--- src/kst_ram.sv ---
// Generic single-port-write, single-port-read RAM with registered read data.
module kst_ram #(
	parameter int WIDTH = 8,
	parameter int DEPTH = 64
) (
	input  logic                                      clk,
	input  logic                                      we,
	input  logic [((DEPTH > 1) ? $clog2(DEPTH) : 1)-1:0] waddr,
	input  logic [WIDTH-1:0]                          wdata,
	input  logic                                      re,
	input  logic [((DEPTH > 1) ? $clog2(DEPTH) : 1)-1:0] raddr,
	output logic [WIDTH-1:0]                          rdata
);

	logic [WIDTH-1:0] mem [DEPTH];

	always_ff @(posedge clk) begin
		if (we) begin
			mem[waddr] <= wdata;
		end
		if (re) begin
			rdata <= mem[raddr];
		end
	end

endmodule

--- config.mk ---
export PLATFORM = sky130hd
export DESIGN_NAME = kst_ram
export DESIGN_NICKNAME = d
export VERILOG_FILES = /design/src/kst_ram.sv
export SDC_FILE = /design/constraint.sdc
export NUM_CORES = 1
export LEC_CHECK = 0
export BUFFER_PORTS_ARGS = -buffer_cell sky130_fd_sc_hd__buf_2
export CAP_MARGIN = 30
export CORE_MARGIN = 5
export CORE_UTILIZATION = 62
export CTS_CLUSTER_DIAMETER = 150
export DETAILED_ROUTE_END_ITERATION = 6
export PLACE_DENSITY = 0.79
export RECOVER_POWER = 50
export SETUP_SLACK_MARGIN = 0.02
export SLEW_MARGIN = 20
export SYNTH_ARGS = -nofsm -noshare
export SYNTH_HDL_FRONTEND = slang
export SYNTH_SLANG_ARGS = --single-unit
--- constraint.sdc ---
create_clock -name clk -period 2.82 [get_ports clk]
set_clock_uncertainty 0.2 [all_clocks]
set_input_delay 0.141 -clock clk [delete_from_list [all_inputs] [get_ports clk]]
set_output_delay 0.141 -clock clk [all_outputs]
set_load 0.02 [all_outputs]
Word-level counts from Yosys, hierarchy flattened
Memory sizes are Yosys's and may differ from the RTL's. A register that Yosys moved wholly into a read port is not among the register bits.
Index checks and enable logic that the tools add are counted.
{ "op_classes": {"mux": 2} }
{ "ops": {"columns": ["cell", "count"], "rows": [
  ["$mux W1", 2]
]} }
{ "word_totals": {"reg_bits": 0, "ramBits": 512, "inputBits": 23, "out_inout_bits": 8, "elab_cells": 3, "mem_count": 1} }
{ "mem_list": {"columns": ["name", "words", "word_bits", "read_ports", "rd_ports_with_merged_regs", "write_ports", "line_no", "text"], "rows": [
  ["mem", 64, 8, 1, 1, 1, "15", "logic [WIDTH-1:0] mem [DEPTH];"]
]} }

Depth between registers and ports, before layout
{ "depth": {"ltp_word": 2, "mapped_depth": 9, "ltp_nobuf": 5} }

Worst setup path after synthesis
No wires, ideal clock.
{ "synth_path": {"path_type": "input-to-reg", "startpoint": "input port raddr[1] in the netlist's numbering", "endpoint": "register rdata[3] (read register of mem) (data pin)", "setup_time_ps": 266, "arrival_ps": 1681, "required_ps": 2354, "slack_ps": 673, "cell_stages": 7, "path_buffers": 3, "cell_sequence": "buf_4 > buf_2 > buf_2 > mux4_2 > mux4_2 > o21ai_1 > o41ai_1"} }
{ "synth_rtl": {"columns": ["item", "line_no", "text"], "rows": [
  ["start: declaration", "11", "input logic [((DEPTH > 1) ? $clog2(DEPTH) : 1)-1:0] raddr,"],
  ["end: declaration", "12", "output logic [WIDTH-1:0] rdata"]
]} }

==> impl_metrics.prom <==
# TYPE chip_impl_metric gauge
chip_impl_metric{name="hold_violations",unit=""} 0
chip_impl_metric{name="instances_no_fill",unit=""} 1570
chip_impl_metric{name="critical_path_required",unit="ns"} 2.90
chip_impl_metric{name="first_pass_grt_wire_length",unit="µm"} 68600
chip_impl_info{name="cts_root_buffer",value="sky130_fd_sc_hd__clkbuf_16"} 1
chip_impl_metric{name="cpPeakStageDelay",unit="ns"} 0.87
chip_impl_metric{name="synth_fp_nets",unit=""} 963
chip_impl_metric{name="synth-seq-cells",unit=""} 520
chip_impl_metric{name="core",unit="mm²"} 0.0324
chip_impl_metric{name="die_w",unit="µm"} 191
chip_impl_metric{name="avgSynthCellArea",unit="µm²"} 21.5
chip_impl_metric{name="detailedRoute.firstIterationViolations",unit=""} 1356
chip_impl_metric{name="number_of_synthesized_flops_with_an_enable_pin",unit=""} 520
chip_impl_metric{name="mappedNetlistArea",unit="mm²"} 0.0202
chip_impl_metric{name="layout.nets",unit=""} 1109
chip_impl_metric{name="cts_buffer_depth",unit=""} 3
chip_impl_metric{name="multiInputGateArea",unit="mm²"} 0.00432
chip_impl_info{name="worstSetupPathType",value="reg -> reg"} 1
chip_impl_metric{name="worst_skew_pair.late_latency",unit="ns"} 0.58
chip_impl_metric{name="place.gp.congestion",unit=""} 0.875
chip_impl_metric{name="synth.lib_cells_used.distinct",unit=""} 39
chip_impl_info{name="violations_in_the_final_reports",value="capacitance limit, slew limit"} 1
chip_impl_metric{name="tightest_slew_margin_relative_to_the_limit",unit="%"} -1.64
chip_impl_info{name="hold_class",value="in -> reg"} 1
chip_impl_metric{name="fillerInstances",unit=""} 1887
chip_impl_info{name="regToRegStartpoint",value="mem[0][5]"} 1
chip_impl_metric{name="area_delta_synth_final",unit="%"} 14.6
chip_impl_metric{name="power.ir.vdd_worst",unit="mV"} 0.537
chip_impl_metric{name="postRouteWirelength",unit="µm"} 45200
chip_impl_metric{name="post_route_cells_drive_above_1_share",unit="%"} 29.1
chip_impl_metric{name="final-seq-area",unit="mm²"} 0.0156
chip_impl_metric{name="post-route-period-util",unit="%"} 91.4
chip_impl_info{name="crit_chain",value="mux4_2 -> nor2b_1 -> a2111oi_0 -> o41ai_1"} 1
chip_impl_metric{name="grt_pass1_vias",unit=""} 10700
chip_impl_info{name="tritoncts",value="built"} 1
chip_impl_metric{name="post_syn_instances",unit=""} 940
chip_impl_info{name="status",value="finished with violations"} 1
chip_impl_metric{name="fin_area",unit="mm²"} 0.0232
chip_impl_metric{name="p_leak",unit="nW"} 7.43
chip_impl_metric{name="maxcap_viol_count",unit=""} 2
chip_impl_info{name="slowest_stage",value="sky130_fd_sc_hd__a2111oi_0"} 1
chip_impl_metric{name="ctsHtreeMaxLevel",unit=""} 2
chip_impl_metric{name="power_density",unit="mW/mm²"} 697
chip_impl_info{name="nature_of_the_critical_path_endpoint",value="flip-flop"} 1
chip_impl_metric{name="design.die.area",unit="mm²"} 0.0364
chip_impl_metric{name="detail_route.vias_per_cell",unit=""} 6.54
chip_impl_metric{name="vias",unit=""} 10300
chip_impl_metric{name="clock_pin_slew_on_the_worst_setup_and_hold_paths",unit="ns"} 0.07
chip_impl_info{name="unrepaired_setup_endpoints_after_global_routing",value="false"} 1
chip_impl_metric{name="grt-ovfl-total",unit=""} 0
chip_impl_metric{name="floorplan.die.height",unit="µm"} 191
chip_impl_info{name="mostFrequentLayoutCells",value="sky130_fd_sc_hd__edfxtp_1, sky130_fd_sc_hd__mux4_2, sky130_fd_sc_hd__nor2_1"} 1
chip_impl_metric{name="antenna_found_initial",unit=""} 3
chip_impl_metric{name="starting_density_of_the_core",unit="%"} 62.5
chip_impl_info{name="synth-main-ff-cell",value="sky130_fd_sc_hd__edfxtp_1"} 1
chip_impl_metric{name="path_max_fanout",unit=""} 1
chip_impl_metric{name="detailedPlacementHpwl",unit="µm"} 27400
chip_impl_metric{name="slew_viol_final",unit=""} 67
chip_impl_metric{name="drt_first_pass_iters",unit=""} 5
chip_impl_info{name="cp_top_family",value="compound AO/OA/AOI/OAI gates"} 1
chip_impl_metric{name="grt_start_max_net_pins",unit=""} 65
chip_impl_metric{name="std_cell_rows",unit=""} 66
chip_impl_info{name="cp-startpoint",value="mem[0][5]"} 1
chip_impl_metric{name="cts_sinks",unit=""} 520
chip_impl_metric{name="critical_path_buf_inv_count",unit=""} 0
chip_impl_metric{name="cell_area_after_placement",unit="mm²"} 0.0215
chip_impl_metric{name="globalRouteTotalUtil",unit="%"} 25.8
chip_impl_metric{name="dp.cells",unit=""} 1463
chip_impl_metric{name="floorplan.io_pins",unit=""} 31
chip_impl_metric{name="io_buffers",unit=""} 30
chip_impl_metric{name="postCtsSetupBuffers",unit=""} 0
chip_impl_info{name="worstHoldStart",value="we"} 1
chip_impl_metric{name="antenna_left",unit=""} 0
chip_impl_metric{name="wl_per_cell",unit="µm"} 28.8
chip_impl_metric{name="fin_setup_tns",unit="ns"} 0
chip_impl_metric{name="async_flop_share",unit="%"} 0
chip_impl_info{name="setup.worst_path.start_class",value="flip-flop"} 1
chip_impl_metric{name="finalSetupViolations",unit=""} 0
chip_impl_metric{name="synthesis.yosys.warnings",unit=""} 0
chip_impl_metric{name="drcViolationCount",unit=""} 0
chip_impl_info{name="final_common_cell",value="sky130_fd_sc_hd__edfxtp_1"} 1
chip_impl_metric{name="worst_ep_arrival_time",unit="ns"} 2.66
chip_impl_metric{name="seq_area_frac_synth",unit="%"} 77.1
chip_impl_metric{name="final_period_minus_worst_setup_slack",unit="ns"} 2.58
chip_impl_metric{name="numCtsBuffers",unit=""} 51
chip_impl_metric{name="timing_worst_slew_pin_value",unit="ns"} 1.52
chip_impl_metric{name="fmaxAchievable",unit="GHz"} 0.388
worst paths after layout:
kind              slack, ns  cells past startpoint    endpoint
setup reg to reg       0.24                      4    rdata[5]
hold / removal         0.04                      3  mem[54][5]
hold reg to reg        0.75                      4    rdata[7]
setup / recovery       0.24                      4    rdata[5]
per-stage QoR:
step	hold WS [ns]	util [%]	worst slack [ns]	total power, mW
2_1_floorplan	0.0399	-	0.673	9.22
3_3_place_gp	0.324	66.4	0.243	9.54
3_5_place_dp	0.324	66.5	0.182	9.57
4_1_cts	0.00480	72.0	0.376	16.3
5_1_grt	0.0405	71.7	0.200	16.7
6_report	0.0383	71.7	0.243	16.2
per-layer routing:
metal  up-vias  track usage [%]  routed length (µm)
li1       4234                -                   -
met1      5265             37.0               17000
met2       638             40.7               21900
met3       127             5.60                4580
met4         4             8.40                1640
met5         -                0                  27
area by class of cell:
class	instances	area share, %
antenna	1	0.0108
clock buffer	60	5.64
clock inverter	34	1.55
multi-input combinational	369	18.6
sequential	520	67.3
tap	442	2.38
timing repair buffer	144	4.55
what timing repair did:
item | CTS | global route
gates resized for setup | 0 | 0
hold buffers | 12 | 0
endpoints found under the hold margin | 210 | 0
cell families after synthesis:
group           count (synthesis)  share of synthesized area, %
flops                         520                          77.1
mux                           162                          15.9
simple gates                  153                          3.37
compound gates                 54                          2.06
buf+inv                        51                          1.56
sequential cells by signal (all words and copies together), names as in the netlist:
signal / cells
mem: 512
rdata: 8
Yosys cell counts (all sizes together) (3+ instances only):
master	number	share of area, %
a22oi	3	0.11
o2111ai	3	0.13
nor2b	14	0.43
mux4	126	14
edfxtp	520	77
o2bb2ai	3	0.13
a221oi	6	0.26
buf	34	1.2
nand3b	3	0.11
o22ai	8	0.25
nand2b	7	0.22
o221ai	8	0.35
nor2	83	1.5
nand2	19	0.35
nand3	13	0.32
mux2i	23	1.1
clkbuf	17	0.32
o21ai	4	0.099
a211oi	4	0.15
a21oi	3	0.074
nor3	7	0.17
mux2	13	0.72
worst register-to-register path, stage by stage, from the launching register on:
cell and delay, ns:
sky130_fd_sc_hd__edfxtp_1 0.40, sky130_fd_sc_hd__mux4_2 0.48, sky130_fd_sc_hd__nor2b_1 0.14, sky130_fd_sc_hd__a2111oi_0 0.87, sky130_fd_sc_hd__o41ai_1 0.21
power breakdown:
group | switching, mW | internal [mW] | leakage (nW) | total (mW)
Clock | 2.79 | 3.97 | 0.811 | 6.76
Sequential | 0.0240 | 8.58 | 4.69 | 8.60
Combinational | 0.501 | 0.324 | 1.93 | 0.826
Power figures use the tool's default switching activity.
