**src/kst_pkg.sv**
```systemverilog
// Shared types and constants for the key event statistics table.
package kst_pkg;

	localparam int POSITIONS = 64;
	localparam int IDX_W     = (POSITIONS > 1) ? $clog2(POSITIONS) : 1;

	localparam logic [15:0] SAT16 = 16'hFFFF;

	localparam logic [31:0] GAP_LIM_5  = 32'd5;
	localparam logic [31:0] GAP_LIM_10 = 32'd10;
	localparam logic [31:0] GAP_LIM_20 = 32'd20;
	localparam logic [31:0] GAP_LIM_50 = 32'd50;

	typedef enum logic [1:0] {
		OP_EVENT = 2'd0,
		OP_READ  = 2'd1,
		OP_CLEAR = 2'd2
	} op_t;

	typedef struct packed {
		logic [15:0]       press_cnt;
		logic [15:0]       release_cnt;
		logic [7:0]        last_src;
		logic [15:0]       min_hold;
		logic [15:0]       min_gap;
		logic [3:0][15:0]  bucket;
		logic [31:0]       press_time;
		logic [31:0]       release_time;
		logic              press_seen;
		logic              release_seen;
	} entry_t;

	localparam entry_t ENTRY_RESET = '{
		press_cnt:    16'd0,
		release_cnt:  16'd0,
		last_src:     8'd0,
		min_hold:     SAT16,
		min_gap:      SAT16,
		bucket:       '0,
		press_time:   32'd0,
		release_time: 32'd0,
		press_seen:   1'b0,
		release_seen: 1'b0
	};

	localparam int ENTRY_W = $bits(entry_t);

endpackage

```
**src/kst_update.sv**
```systemverilog
// Per-position statistics update for one press or release beat.
module kst_update import kst_pkg::*; (
	input  entry_t      cur,
	input  logic        pressed,
	input  logic [31:0] timestamp_ms,
	input  logic [7:0]  source,
	output entry_t      nxt
);

	logic [31:0] delta;

	function automatic logic [15:0] bump16(input logic [15:0] v);
		return (v == SAT16) ? v : v + 16'd1;
	endfunction

	always_comb begin
		nxt = cur;
		nxt.last_src = source;
		if (pressed) begin
			delta = timestamp_ms - cur.release_time;
			nxt.press_cnt = bump16(cur.press_cnt);
			if (cur.release_seen) begin
				if (delta < {16'd0, cur.min_gap}) begin
					nxt.min_gap = delta[15:0];
				end
				priority if (delta < GAP_LIM_5) begin
					nxt.bucket[0] = bump16(cur.bucket[0]);
				end else if (delta < GAP_LIM_10) begin
					nxt.bucket[1] = bump16(cur.bucket[1]);
				end else if (delta < GAP_LIM_20) begin
					nxt.bucket[2] = bump16(cur.bucket[2]);
				end else if (delta < GAP_LIM_50) begin
					nxt.bucket[3] = bump16(cur.bucket[3]);
				end
			end
			nxt.press_time = timestamp_ms;
			nxt.press_seen = 1'b1;
		end else begin
			delta = timestamp_ms - cur.press_time;
			nxt.release_cnt = bump16(cur.release_cnt);
			if (cur.press_seen && (delta < {16'd0, cur.min_hold})) begin
				nxt.min_hold = delta[15:0];
			end
			nxt.release_time = timestamp_ms;
			nxt.release_seen = 1'b1;
		end
	end

endmodule

```
**config.mk**
```make
export PLATFORM = sky130hd
export DESIGN_NAME = kst_update
export DESIGN_NICKNAME = d
export VERILOG_FILES = /design/src/kst_pkg.sv /design/src/kst_update.sv
export SDC_FILE = /design/constraint.sdc
export NUM_CORES = 1
export LEC_CHECK = 0
export ABC_AREA = 1
export BUFFER_PORTS_ARGS = -buffer_cell sky130_fd_sc_hd__buf_2
export CAP_MARGIN = 5
export CORE_AREA = 5 5 170 172
export DETAILED_ROUTE_END_ITERATION = 8
export DIE_AREA = 0 0 175 177
export PLACE_DENSITY = 0.74
export SYNTH_ARGS = -nofsm -noshare
export SYNTH_HDL_FRONTEND = slang
export SYNTH_SLANG_ARGS = --single-unit
```
**constraint.sdc**
```tcl
create_clock -name vclk -period 4.67
set_input_delay 0.7005 -clock vclk [all_inputs]
set_output_delay 0.7005 -clock vclk [all_outputs]
set_load 0.05 [all_outputs]
```
After elaboration in Yosys (flattened, before gate mapping)
Index checks and enable logic that the tools add are counted.
Word-level totals
  output and inout bits: 202
  bits of input ports: 243
  logic and storage cells: 44
  register bits after elaboration: 0
Operators by class
  $lt $le $gt $ge: 6
  muxes and demuxes: 23
  reductions and logical operators: 1
  equality and inequality tests: 6
  $add $sub $neg: 8
Operator list (count)
  $mux W16: 16
  $mux W112: 1
  $add A16 B1 Y16 const B: 6
  $eq A16 B16 Y1 const B: 6
  $mux W80: 1
  $lt A32 B16 Y1: 2
  $mux W32: 2
  $sub A32 B32 Y32: 2
  $mux W48: 1
  $lt A32 B3 Y1 const B: 1
  $lt A32 B4 Y1 const B: 1
  $lt A32 B5 Y1 const B: 1
  $lt A32 B6 Y1 const B: 1
  $mux W1: 2
  $logic_and A1 B1 Y1: 1

Longest topological paths before layout
Gate-level depths: netlist (run 1).
  word-level depth: 8
  mapped depth: 25
  depth with buffers taken out: 24

Worst setup path after synthesis (run 1)
OpenSTA, ideal clock, no wires.
  kind: input to output
  from: input timestamp_ms[0]
  to: output nxt[130] in the netlist's numbering
  data required time: 3.970 ns
  arrival time: 4.135 ns
  setup slack: -0.165 ns
  buffers on the path: 1
  stages on the path: 16
  cell sequence: inv_1 ha_1 inv_1 fa_1 nand2_1 nand3_1 nand2_1 nand3b_1 nand2_1 inv_1 ha_1 and3_1 a2111oi_0 nand3_1 clkbuf_1 o21ai_0
RTL lines
  start, declared: line kst_update.sv:5  | input logic [31:0] timestamp_ms,
  end, declared: line kst_update.sv:7  | output entry_t nxt

==> impl_metrics.csv, run 1 <==
group,metric,value,unit
job,maxCapViolations,0,
floorplan,die_area,30980,µm²
route,drc_errors,0,
floorplan,die_w,175,µm
route,wl_per_cell,16.16,µm
critical_path,end_kind,"primary output",
route,num_vias,14530,
cells_and_area,layout.nets,2838,
power,powerDensity,142.0,nW/µm²
cells_and_area,layout-drive-gt1-share,0.3426,
critical_path,crit_fanout,8,
logic_synthesis,seq_area_frac_synth,0,
timing,finalSetupViolations,1,
route,first_pass_iters,6,
timing,tightest_slew,0.7032,ns
logic_synthesis,yosysTopAreaCellShare,0.2520,
critical_path,required,3.97,ns
timing,slew_violations,0,
critical_path,startpoint_type,"primary input",
power,peakVddDrop,87.79,µV
outcome,status,"finished, violations left",
route,final_antenna_net_count,0,
grt,grt_pass1_vias,13490,
logic_synthesis,netlist_instances,1915,
floorplan,start_util,0.3461,
cells_and_area,instances_no_fill,2843,
critical_path,cp.arrival,3.97,ns
timing,min_period,4.670,ns
floorplan,core-area,27320,µm²
timing,rsz0062_at_grt,"yes",
placed_design,hpwl,38330,µm
cells_and_area,area_growth,58.88,%
critical_path,critical_path.top_delay_family,"simple AND/OR/NAND/NOR gates",
grt,grt_max_degree,69,
placed_design,portBuffers,421,
logic_synthesis,synth.avg_cell_area,4.939,µm²
worst_hold_path,hp-class,"primary input to primary output",
power,total_leakage_power,8.528,nW
placed_design,place.gp.congestion,1.006,
outcome,violations,"setup timing",
cells_and_area,regArea,0,µm²
clocking,hold_buffers,0,
critical_path,path_class,"primary input to primary output",
grt,grt_first_pass_wirelength,67880,µm
critical_path,cp_slowest_cell,"ha_1",
cells_and_area,post-route-util,0.5500,
timing,hold_violations,0,
cells_and_area,seq_cells,0,
floorplan,io_pins,445,
cells_and_area,fillCellCount,2710,
power,power.total,2.133,mW
logic_synthesis,syn-num-nets,2258,
grt,antenna_found_initial,5,
timing,relSlewSlack,0.5312,
logic_synthesis,synth_area,9458,µm²
route,routed_wl,45940,µm
timing,maxClockFrequency,214.1,MHz
logic_synthesis,yosysWarnings,0,
critical_path,cp_slowest_stage_delay,0.31,ns
grt,track_usage,0.2659,
logic_synthesis,synth_top_area_cell,"nand2_1",
route,vias_per_cell,5.110,
critical_path,cp_num_buf_inv,6,
placed_design,dp_cells,2793,
timing,fin_ws,-0.0002522,ns
grt,grt_overflow_total,0,
route,drtIter0Drc,998,
floorplan,rows,61,
cells_and_area,num-clock-buffers,0,
logic_synthesis,synth_area_leaders,"nand2_1, inv_1, ha_1",
timing,fin_crit_sh,1.000,
logic_synthesis,yosysUniqueCellTypes,43,
floorplan,fp.dieH,177,µm
critical_path,path_cells,"buf_2, inv_1, ha_1, nand3b_1, nand2_2, a21oi_2, buf_4, o21ai_2, buf_4, xor2_1, ha_1, a21oi_1, o21ai_0, nand2_1, nand2_1, nand2_1, nand3_2, nor2_4, buf_12, nand3_4, nand2_2, nand2_2, buf_8",
timing,fin_hold_ws,1.401,ns
[path summary, 6_finish.rpt]
check	startpoint	end	slack (ns)	cells after the start
worst max-delay path	cur[35]	nxt[157]	-0.0003	23
worst min-delay path	source[1]	nxt[163]	1.40	0
[layer usage]
metal	global-route usage	up-vias	part of all wire
met4	0.1142	4	0.052
met5	0	-	0.00054
met3	0.03632	161	0.073
met2	0.4867	687	0.48
li1	-	7216	-
met1	0.3100	6461	0.39
[Yosys cell counts, drive strengths merged]
library cell and number:
and3b 1, inv 382, nand3b 13, nor2 182, and3 3, nor3b 1, a211oi 3, nor3 42
a21o 7, o22ai 2, nor4 10, a31oi 2, or2 11, xor2 52, clkbuf 17, a22oi 3
nand2 642, a2111oi 1, a21oi 93, o21ai 121, o31ai 2, nand3 123, buf 16, mux2 1
fa 2, o21a 3, a21boi 1, xnor2 27, o211ai 3, ha 98, nand4 51
[power breakdown]
| group | internal, mW | switching (mW) |
|---|---|---|
| registers | 0 | 0 |
| logic | 0.782 | 1.35 |
| clock network | 0.000000115 | 0 |
| total | 0.782 | 1.35 |
[cells by family (layout without fill, tap and decap cells)]
| logic type | after synthesis | count (layout) | synth area share |
|---|---|---|---|
| buffers and inverters | 415 | 991 | 0.1699 |
| other | 0 | 4 | 0 |
| XOR/XNOR | 79 | 79 | 0.07316 |
| multiplexers | 1 | 1 | 0.001191 |
| AO/OA/AOI/OAI | 241 | 241 | 0.1343 |
| adder cells (fa/ha/maj) | 100 | 100 | 0.1339 |
| AND/OR/NAND/NOR | 1079 | 1081 | 0.4876 |
[layout by cell type, fill, tap and decap left out, types with 9 or more instances in the layout]
master,n
nand3_2,12
ha_1,71
ha_4,24
nand2_4,9
nand3_1,106
a21oi_1,72
nor4_1,10
inv_2,16
xor2_1,44
nand2_1,567
o21ai_0,98
a21oi_2,17
inv_1,362
xnor2_1,22
buf_12,21
buf_4,198
nor2_2,23
buf_2,340
nand3b_1,13
nand4_1,51
nor2_4,22
clkbuf_4,10
nand2_2,66
o21ai_1,15
nor2_1,138
buf_6,33
nor3_1,38
[repair_timing]
item | CTS | global route
endpoints found under the hold margin | 0 | 0
resized for setup | 146 | 259
gates cloned | 2 | 5
buffers inserted | 19 | 23
pin swaps | 48 | 78
endpoints found under the setup margin | 78 | 96
[final cells by class]
type | count | area (µm²) | area share
diodes | 4 | 10.01 | 0.0006661
inverters | 382 | 1445 | 0.09617
multi-input cells | 1502 | 8956 | 0.5960
well taps | 346 | 432.9 | 0.02881
repair buffers | 609 | 4183 | 0.2784
[through the flow]
stage | instance area, µm² | setup TNS (ns) | worst slack (ns)
2_1_floorplan | 9483 | -1.980 | -0.1652
3_3_place_gp | 13220 | -5.389 | -0.2814
3_5_place_dp | 13220 | -7.962 | -0.3132
4_1_cts | 13960 | 0 | 0.0003970
5_1_grt | 15020 | -4.340 | -0.1892
6_report | 15030 | -0.0002522 | -0.0002522
Power figures use the tool's default switching activity.
==> run 2, diff against run 1 <==
- CORE_AREA: 5 5 170 172 -> not set
- CORE_MARGIN: not set -> 5
- CORE_UTILIZATION: not set -> 30
- DIE_AREA: 0 0 175 177 -> not set
- PLACE_DENSITY: 0.74 -> 0.67
==> run 2 against run 1 <==
The flow still finishes with violations (setup timing). Count of clock-buffer cells in the layout unchanged. Core utilization down 6.7 points. Via count down 2.8%.
==> impl_metrics.csv, run 2 (synthesized netlist as in run 1, its figures left out) <==
group,metric,value,unit
cells_and_area,num-clock-buffers,0,
cells_and_area,instances_no_fill,2880,
floorplan,io_pins,445,
route,routed_wl,44360,µm
cells_and_area,regArea,0,µm²
cells_and_area,layout-drive-gt1-share,0.3380,
critical_path,cp_slowest_cell,"ha_1",
cells_and_area,seq_cells,0,
route,final_antenna_net_count,0,
route,num_vias,14130,
route,drc_errors,0,
timing,maxClockFrequency,209.9,MHz
placed_design,pre_cts_ws,-0.2307,ns
floorplan,die_area,35180,µm²
critical_path,required,3.97,ns
route,wl_per_cell,15.40,µm
critical_path,end_kind,"primary output",
timing,slew_violations,0,
critical_path,crit_fanout,8,
timing,tightest_slew,0.6265,ns
critical_path,cp_common_cell,"nand2_1",
grt,grt_overflow_total,0,
floorplan,start_util,0.3021,
cells_and_area,layout_common_cells,"nand2_1, inv_1, buf_2",
critical_path,cp.arrival,4.06,ns
grt,track_usage,0.2229,
floorplan,die_w,187.6,µm
route,first_pass_iters,5,
worst_hold_path,hp-class,"primary input to primary output",
grt,grt_pass1_vias,13250,
power,powerDensity,139.7,nW/µm²
placed_design,portBuffers,421,
route,m1WireLength,18090,µm
critical_path,critical_path.top_delay_family,"simple AND/OR/NAND/NOR gates",
floorplan,rows,65,
outcome,status,"finished, violations left",
cells_and_area,layout.nets,2821,
critical_path,cp_num_buf_inv,4,
timing,hold_violations,0,
job,maxCapViolations,0,
cells_and_area,area_growth,59.78,%
timing,rsz0062_at_grt,"yes",
grt,grt_first_pass_wirelength,66430,µm
floorplan,core-area,31310,µm²
cells_and_area,layout_commonest_cell,"nand2_1",
timing,fin_crit_sh,1.020,
power,total_leakage_power,8.521,nW
critical_path,startpoint_type,"primary input",
route,wl_met2,21790,µm
critical_path,path_class,"primary input to primary output",
placed_design,place.gp.congestion,0.9889,
critical_path,cp_slowest_stage_delay,0.37,ns
placed_design,dp_cells,2845,
power,peakVddDrop,75.32,µV
route,wl_met3,3009,µm
grt,grt_max_degree,60,
floorplan,fp.dieH,187.6,µm
critical_path,path_cells,"buf_2, ha_1, nand2_1, nor2_1, nand3_1, o21ai_2, xor2_1, ha_1, a21oi_2, o211ai_1, a211oi_1, nand2_1, inv_1, nand2_1, nor2_1, nand3_1, nor2_4, nand3_4, clkbuf_16, nand2_1, nand2_2, buf_6",
timing,finalSetupViolations,16,
timing,min_period,4.763,ns
timing,fin_ws,-0.09313,ns
route,maxUsedRoutingLayer,"met4",
placed_design,hpwl,37440,µm
grt,antenna_found_initial,3,
cells_and_area,post-route-util,0.4826,
route,drtIter0Drc,876,
route,vias_per_cell,4.906,
outcome,violations,"setup timing",
timing,relSlewSlack,0.5795,
## run 2: cell count changes in the layout (fill, tap and decap cells not counted), sizes merged
cell,before,now
buf,598,586
clkbuf,11,7
diode,4,2
clkinvlp,1,2
inv,381,380
nand3,124,123
## run 2: metrics by stage
step,hold WS [ns],TNS (ns),power [mW],instance area (µm²)
3_3_place_gp,1.401,-5.981,1.838,13200
4_1_cts,1.401,0,1.905,13460
6_report,1.401,-1.202,2.111,15110
2_1_floorplan,1.568,-1.980,1.182,9483
5_1_grt,1.401,-6.651,2.283,15110
3_5_place_dp,1.401,-10.75,1.855,13200
## run 2: repair_timing
action                     4_1_cts  5_1_grt
setup endpoints to repair       95       96
resized for setup               83      385
setup buffers                    3       25
pin swaps                        7       61
gates cloned                     1        5
hold buffers                     0        0
## run 2: path summary, 6_finish.rpt
path | to | startpoint | slack [ns] | cells after the start
max | nxt[156] | timestamp_ms[12] | -0.09 | 22
min | nxt[168] | source[6] | 1.40 | 0
## run 2: power by group
group	leakage, nW	total (mW)	internal, mW	switching (mW)
clock network	0.0000127	0.0000000573	0.0000000573	0
registers	0	0	0	0
logic	8.52	2.11	0.775	1.34
## run 2: routing by layer
| layer | vias up | GRT usage |
|---|---|---|
| met1 | 6295 | 0.2721 |
| li1 | 7150 | - |
| met2 | 597 | 0.4137 |
| met5 | - | 0 |
| met4 | 0 | 0.06239 |
| met3 | 86 | 0.02290 |
## run 2: final cells by class
cell class | count | area (µm²)
Multi-Input combinational cell | 1501 | 9011
Inverter | 382 | 1446
Fill cell | 3234 | 16200
Timing Repair Buffer | 593 | 4146
Antenna cell | 2 | 5.005
Tap cell | 402 | 503.0
==> run 3, diff against run 2 <==
- ABC_AREA: 1 -> not set
- PLACE_DENSITY: 0.67 -> 0.68
==> run 3 against run 2 <==
The flow still finishes with violations (setup timing). Non-clock buffer count is 159 higher. Wire length is 2.0% lower. Fmax is 12% lower. Final area up 11%. Worst hold slack stayed put. Area after synthesis is 8.4% lower. Global-route usage rose by 1.8 points. Power increased by 4.3%. Final cell count down 18%. Critical endpoint is now nxt[159].
==> impl_metrics.csv, run 3 <==
group,metric,value,unit
route,drc_errors,0,
cells_and_area,regArea,0,µm²
logic_synthesis,netlist_instances,1282,
logic_synthesis,synth_area,8667,µm²
logic_synthesis,yosysWarnings,0,
floorplan,core-area,28630,µm²
floorplan,die_w,180.0,µm
logic_synthesis,synth_top_area_cell,"ha_1",
power,p_sw,1.277,mW
logic_synthesis,synth_area_leaders,"ha_1, mux2_2, nand2_1",
outcome,status,"finished, violations left",
timing,fin_ws,-0.7594,ns
critical_path,critical_path.top_delay_family,"compound AO/OA/AOI/OAI gates",
route,routed_wl,43460,µm
floorplan,io_pins,445,
placed_design,hpwl,34740,µm
route,final_antenna_net_count,0,
floorplan,rows,62,
route,num_vias,12670,
critical_path,cp_slowest_cell,"fa_2",
grt,grt_pass1_vias,12760,
power,comb_power_share,1.000,
cells_and_area,layout.nets,2320,
placed_design,place.gp.congestion,1.005,
critical_path,path_cells,"buf_12, inv_16, buf_6, ha_4, fa_2, nor2b_2, o31a_1, buf_4, o21a_1, nor2_1, xnor2_1, ha_1, a211o_1, a41oi_2, o41ai_4, nor3_2, nand4_1, nor4_2, nand4_1, buf_6, buf_12, mux2_4, buf_8",
logic_synthesis,synthTopCellsByCount,"nand2_1, inv_1, ha_1",
timing,relSlewSlack,0.5227,
worst_hold_path,hp-class,"primary input to primary output",
route,drtIter0Drc,671,
power,switching_share,0.5801,
grt,grt_overflow_total,0,
outcome,violations,"setup timing",
floorplan,start_util,0.3028,
power,total_leakage_power,8.162,nW
logic_synthesis,yosysTopAreaCellShare,0.1415,
critical_path,end_kind,"primary output",
timing,fin_crit_sh,1.163,
cells_and_area,area_growth,93.00,%
cells_and_area,multi_input_area,10040,µm²
timing,slew_violations,0,
cells_and_area,layout_common_cells,"buf_2, buf_4, nand2_1",
power,seq_power_share,0,
cells_and_area,layout_commonest_cell,"buf_2",
critical_path,required,3.97,ns
job,maxCapViolations,0,
cells_and_area,post-route-util,0.5844,
power,power.total,2.201,mW
critical_path,cp_num_buf_inv,7,
logic_synthesis,syn-num-nets,1625,
logic_synthesis,seq_area_frac_synth,0,
timing,maxClockFrequency,184.2,MHz
critical_path,crit_fanout,8,
power,peakVddDrop,107.5,µV
grt,grt_first_pass_wirelength,66450,µm
critical_path,cp.arrival,4.73,ns
grt,antenna_found_initial,2,
cells_and_area,seq_cells,0,
placed_design,portBuffers,421,
logic_synthesis,yosysUniqueCellTypes,81,
route,first_pass_iters,5,
cells_and_area,num-clock-buffers,0,
floorplan,die_area,32390,µm²
logic_synthesis,yosysMostFrequentCell,"nand2_1",
timing,rsz0062_at_grt,"yes",
cells_and_area,fillCellCount,2526,
cells_and_area,layout-drive-gt1-share,0.5144,
grt,grt_max_degree,75,
route,vias_per_cell,5.367,
critical_path,path_class,"primary input to primary output",
timing,hold_violations,0,
logic_synthesis,synth.avg_cell_area,6.761,µm²
route,wl_per_cell,18.41,µm
power,p_int,0.9240,mW
critical_path,cp_slowest_stage_delay,0.39,ns
power,clkPwrFrac,0,
critical_path,startpoint_type,"primary input",
timing,tightest_slew,0.7099,ns
timing,min_period,5.429,ns
floorplan,fp.dieH,180.0,µm
timing,finalSetupViolations,96,
power,powerDensity,131.6,nW/µm²
grt,track_usage,0.2412,
[run 3: kinds of logic (layout without fill, tap and decap cells)]
group | after synthesis | after routing | synth area share
adder cells (fa/ha/maj) | 100 | 100 | 0.1461
AO/OA/AOI/OAI | 326 | 326 | 0.2483
buffers and inverters | 178 | 870 | 0.08647
multiplexers | 89 | 89 | 0.1145
AND/OR/NAND/NOR | 482 | 483 | 0.2965
other | 0 | 1 | 0
XOR/XNOR | 107 | 107 | 0.1081
[run 3: through the flow]
step                std cells  TNS, ns  hold slack [ns]  instance area [µm²]  setup WS [ns]
floorplan                1282   -31.00            1.516                10380        -0.5936
finish                   2360   -59.69            1.401                16730        -0.7594
detailed placement       2309   -85.92            1.401                14880         -1.053
global route             2360   -76.94            1.401                16730         -1.134
global placement         2309   -79.61            1.401                14880        -0.9751
CTS                      2339   -62.69            1.401                16260        -0.8036
[run 3: timing repair]
action,CTS,global route
gates resized for setup,280,84
setup endpoints to repair,96,96
pin swaps,88,55
setup buffers,25,24
hold buffers,0,0
gates cloned,6,1
[run 3: layout make-up]
type,count,area share
antenna,1,0.0001496
inverter,118,0.02745
multi-input combinational,1105,0.6004
tap,384,0.02872
timing repair buffer,752,0.3433
[run 3: worst paths after layout]
kind       startpoint        to  slack (ns)  depth (start not counted)
max   timestamp_ms[0]  nxt[159]       -0.76                         23
min         source[5]  nxt[167]        1.40                          0
[run 3: power by group through the flow]
stage                  Clock, mW  Combinational [mW]  Sequential [mW]
floorplan                      0                1.21                0
global placement               0                1.97                0
detailed placement             0                1.99                0
CTS                            0                2.14                0
global route        0.0000000286                2.36                0
finish              0.0000000286                2.20                0
[run 3: routing by layer]
layer | vias to the layer above | GRT usage | part of all wire
met1 | 5969 | 0.2961 | 0.40
li1 | 6107 | - | -
met3 | 87 | 0.02264 | 0.054
met2 | 503 | 0.4506 | 0.52
met5 | - | 0 | 0
met4 | 0 | 0.06126 | 0.030
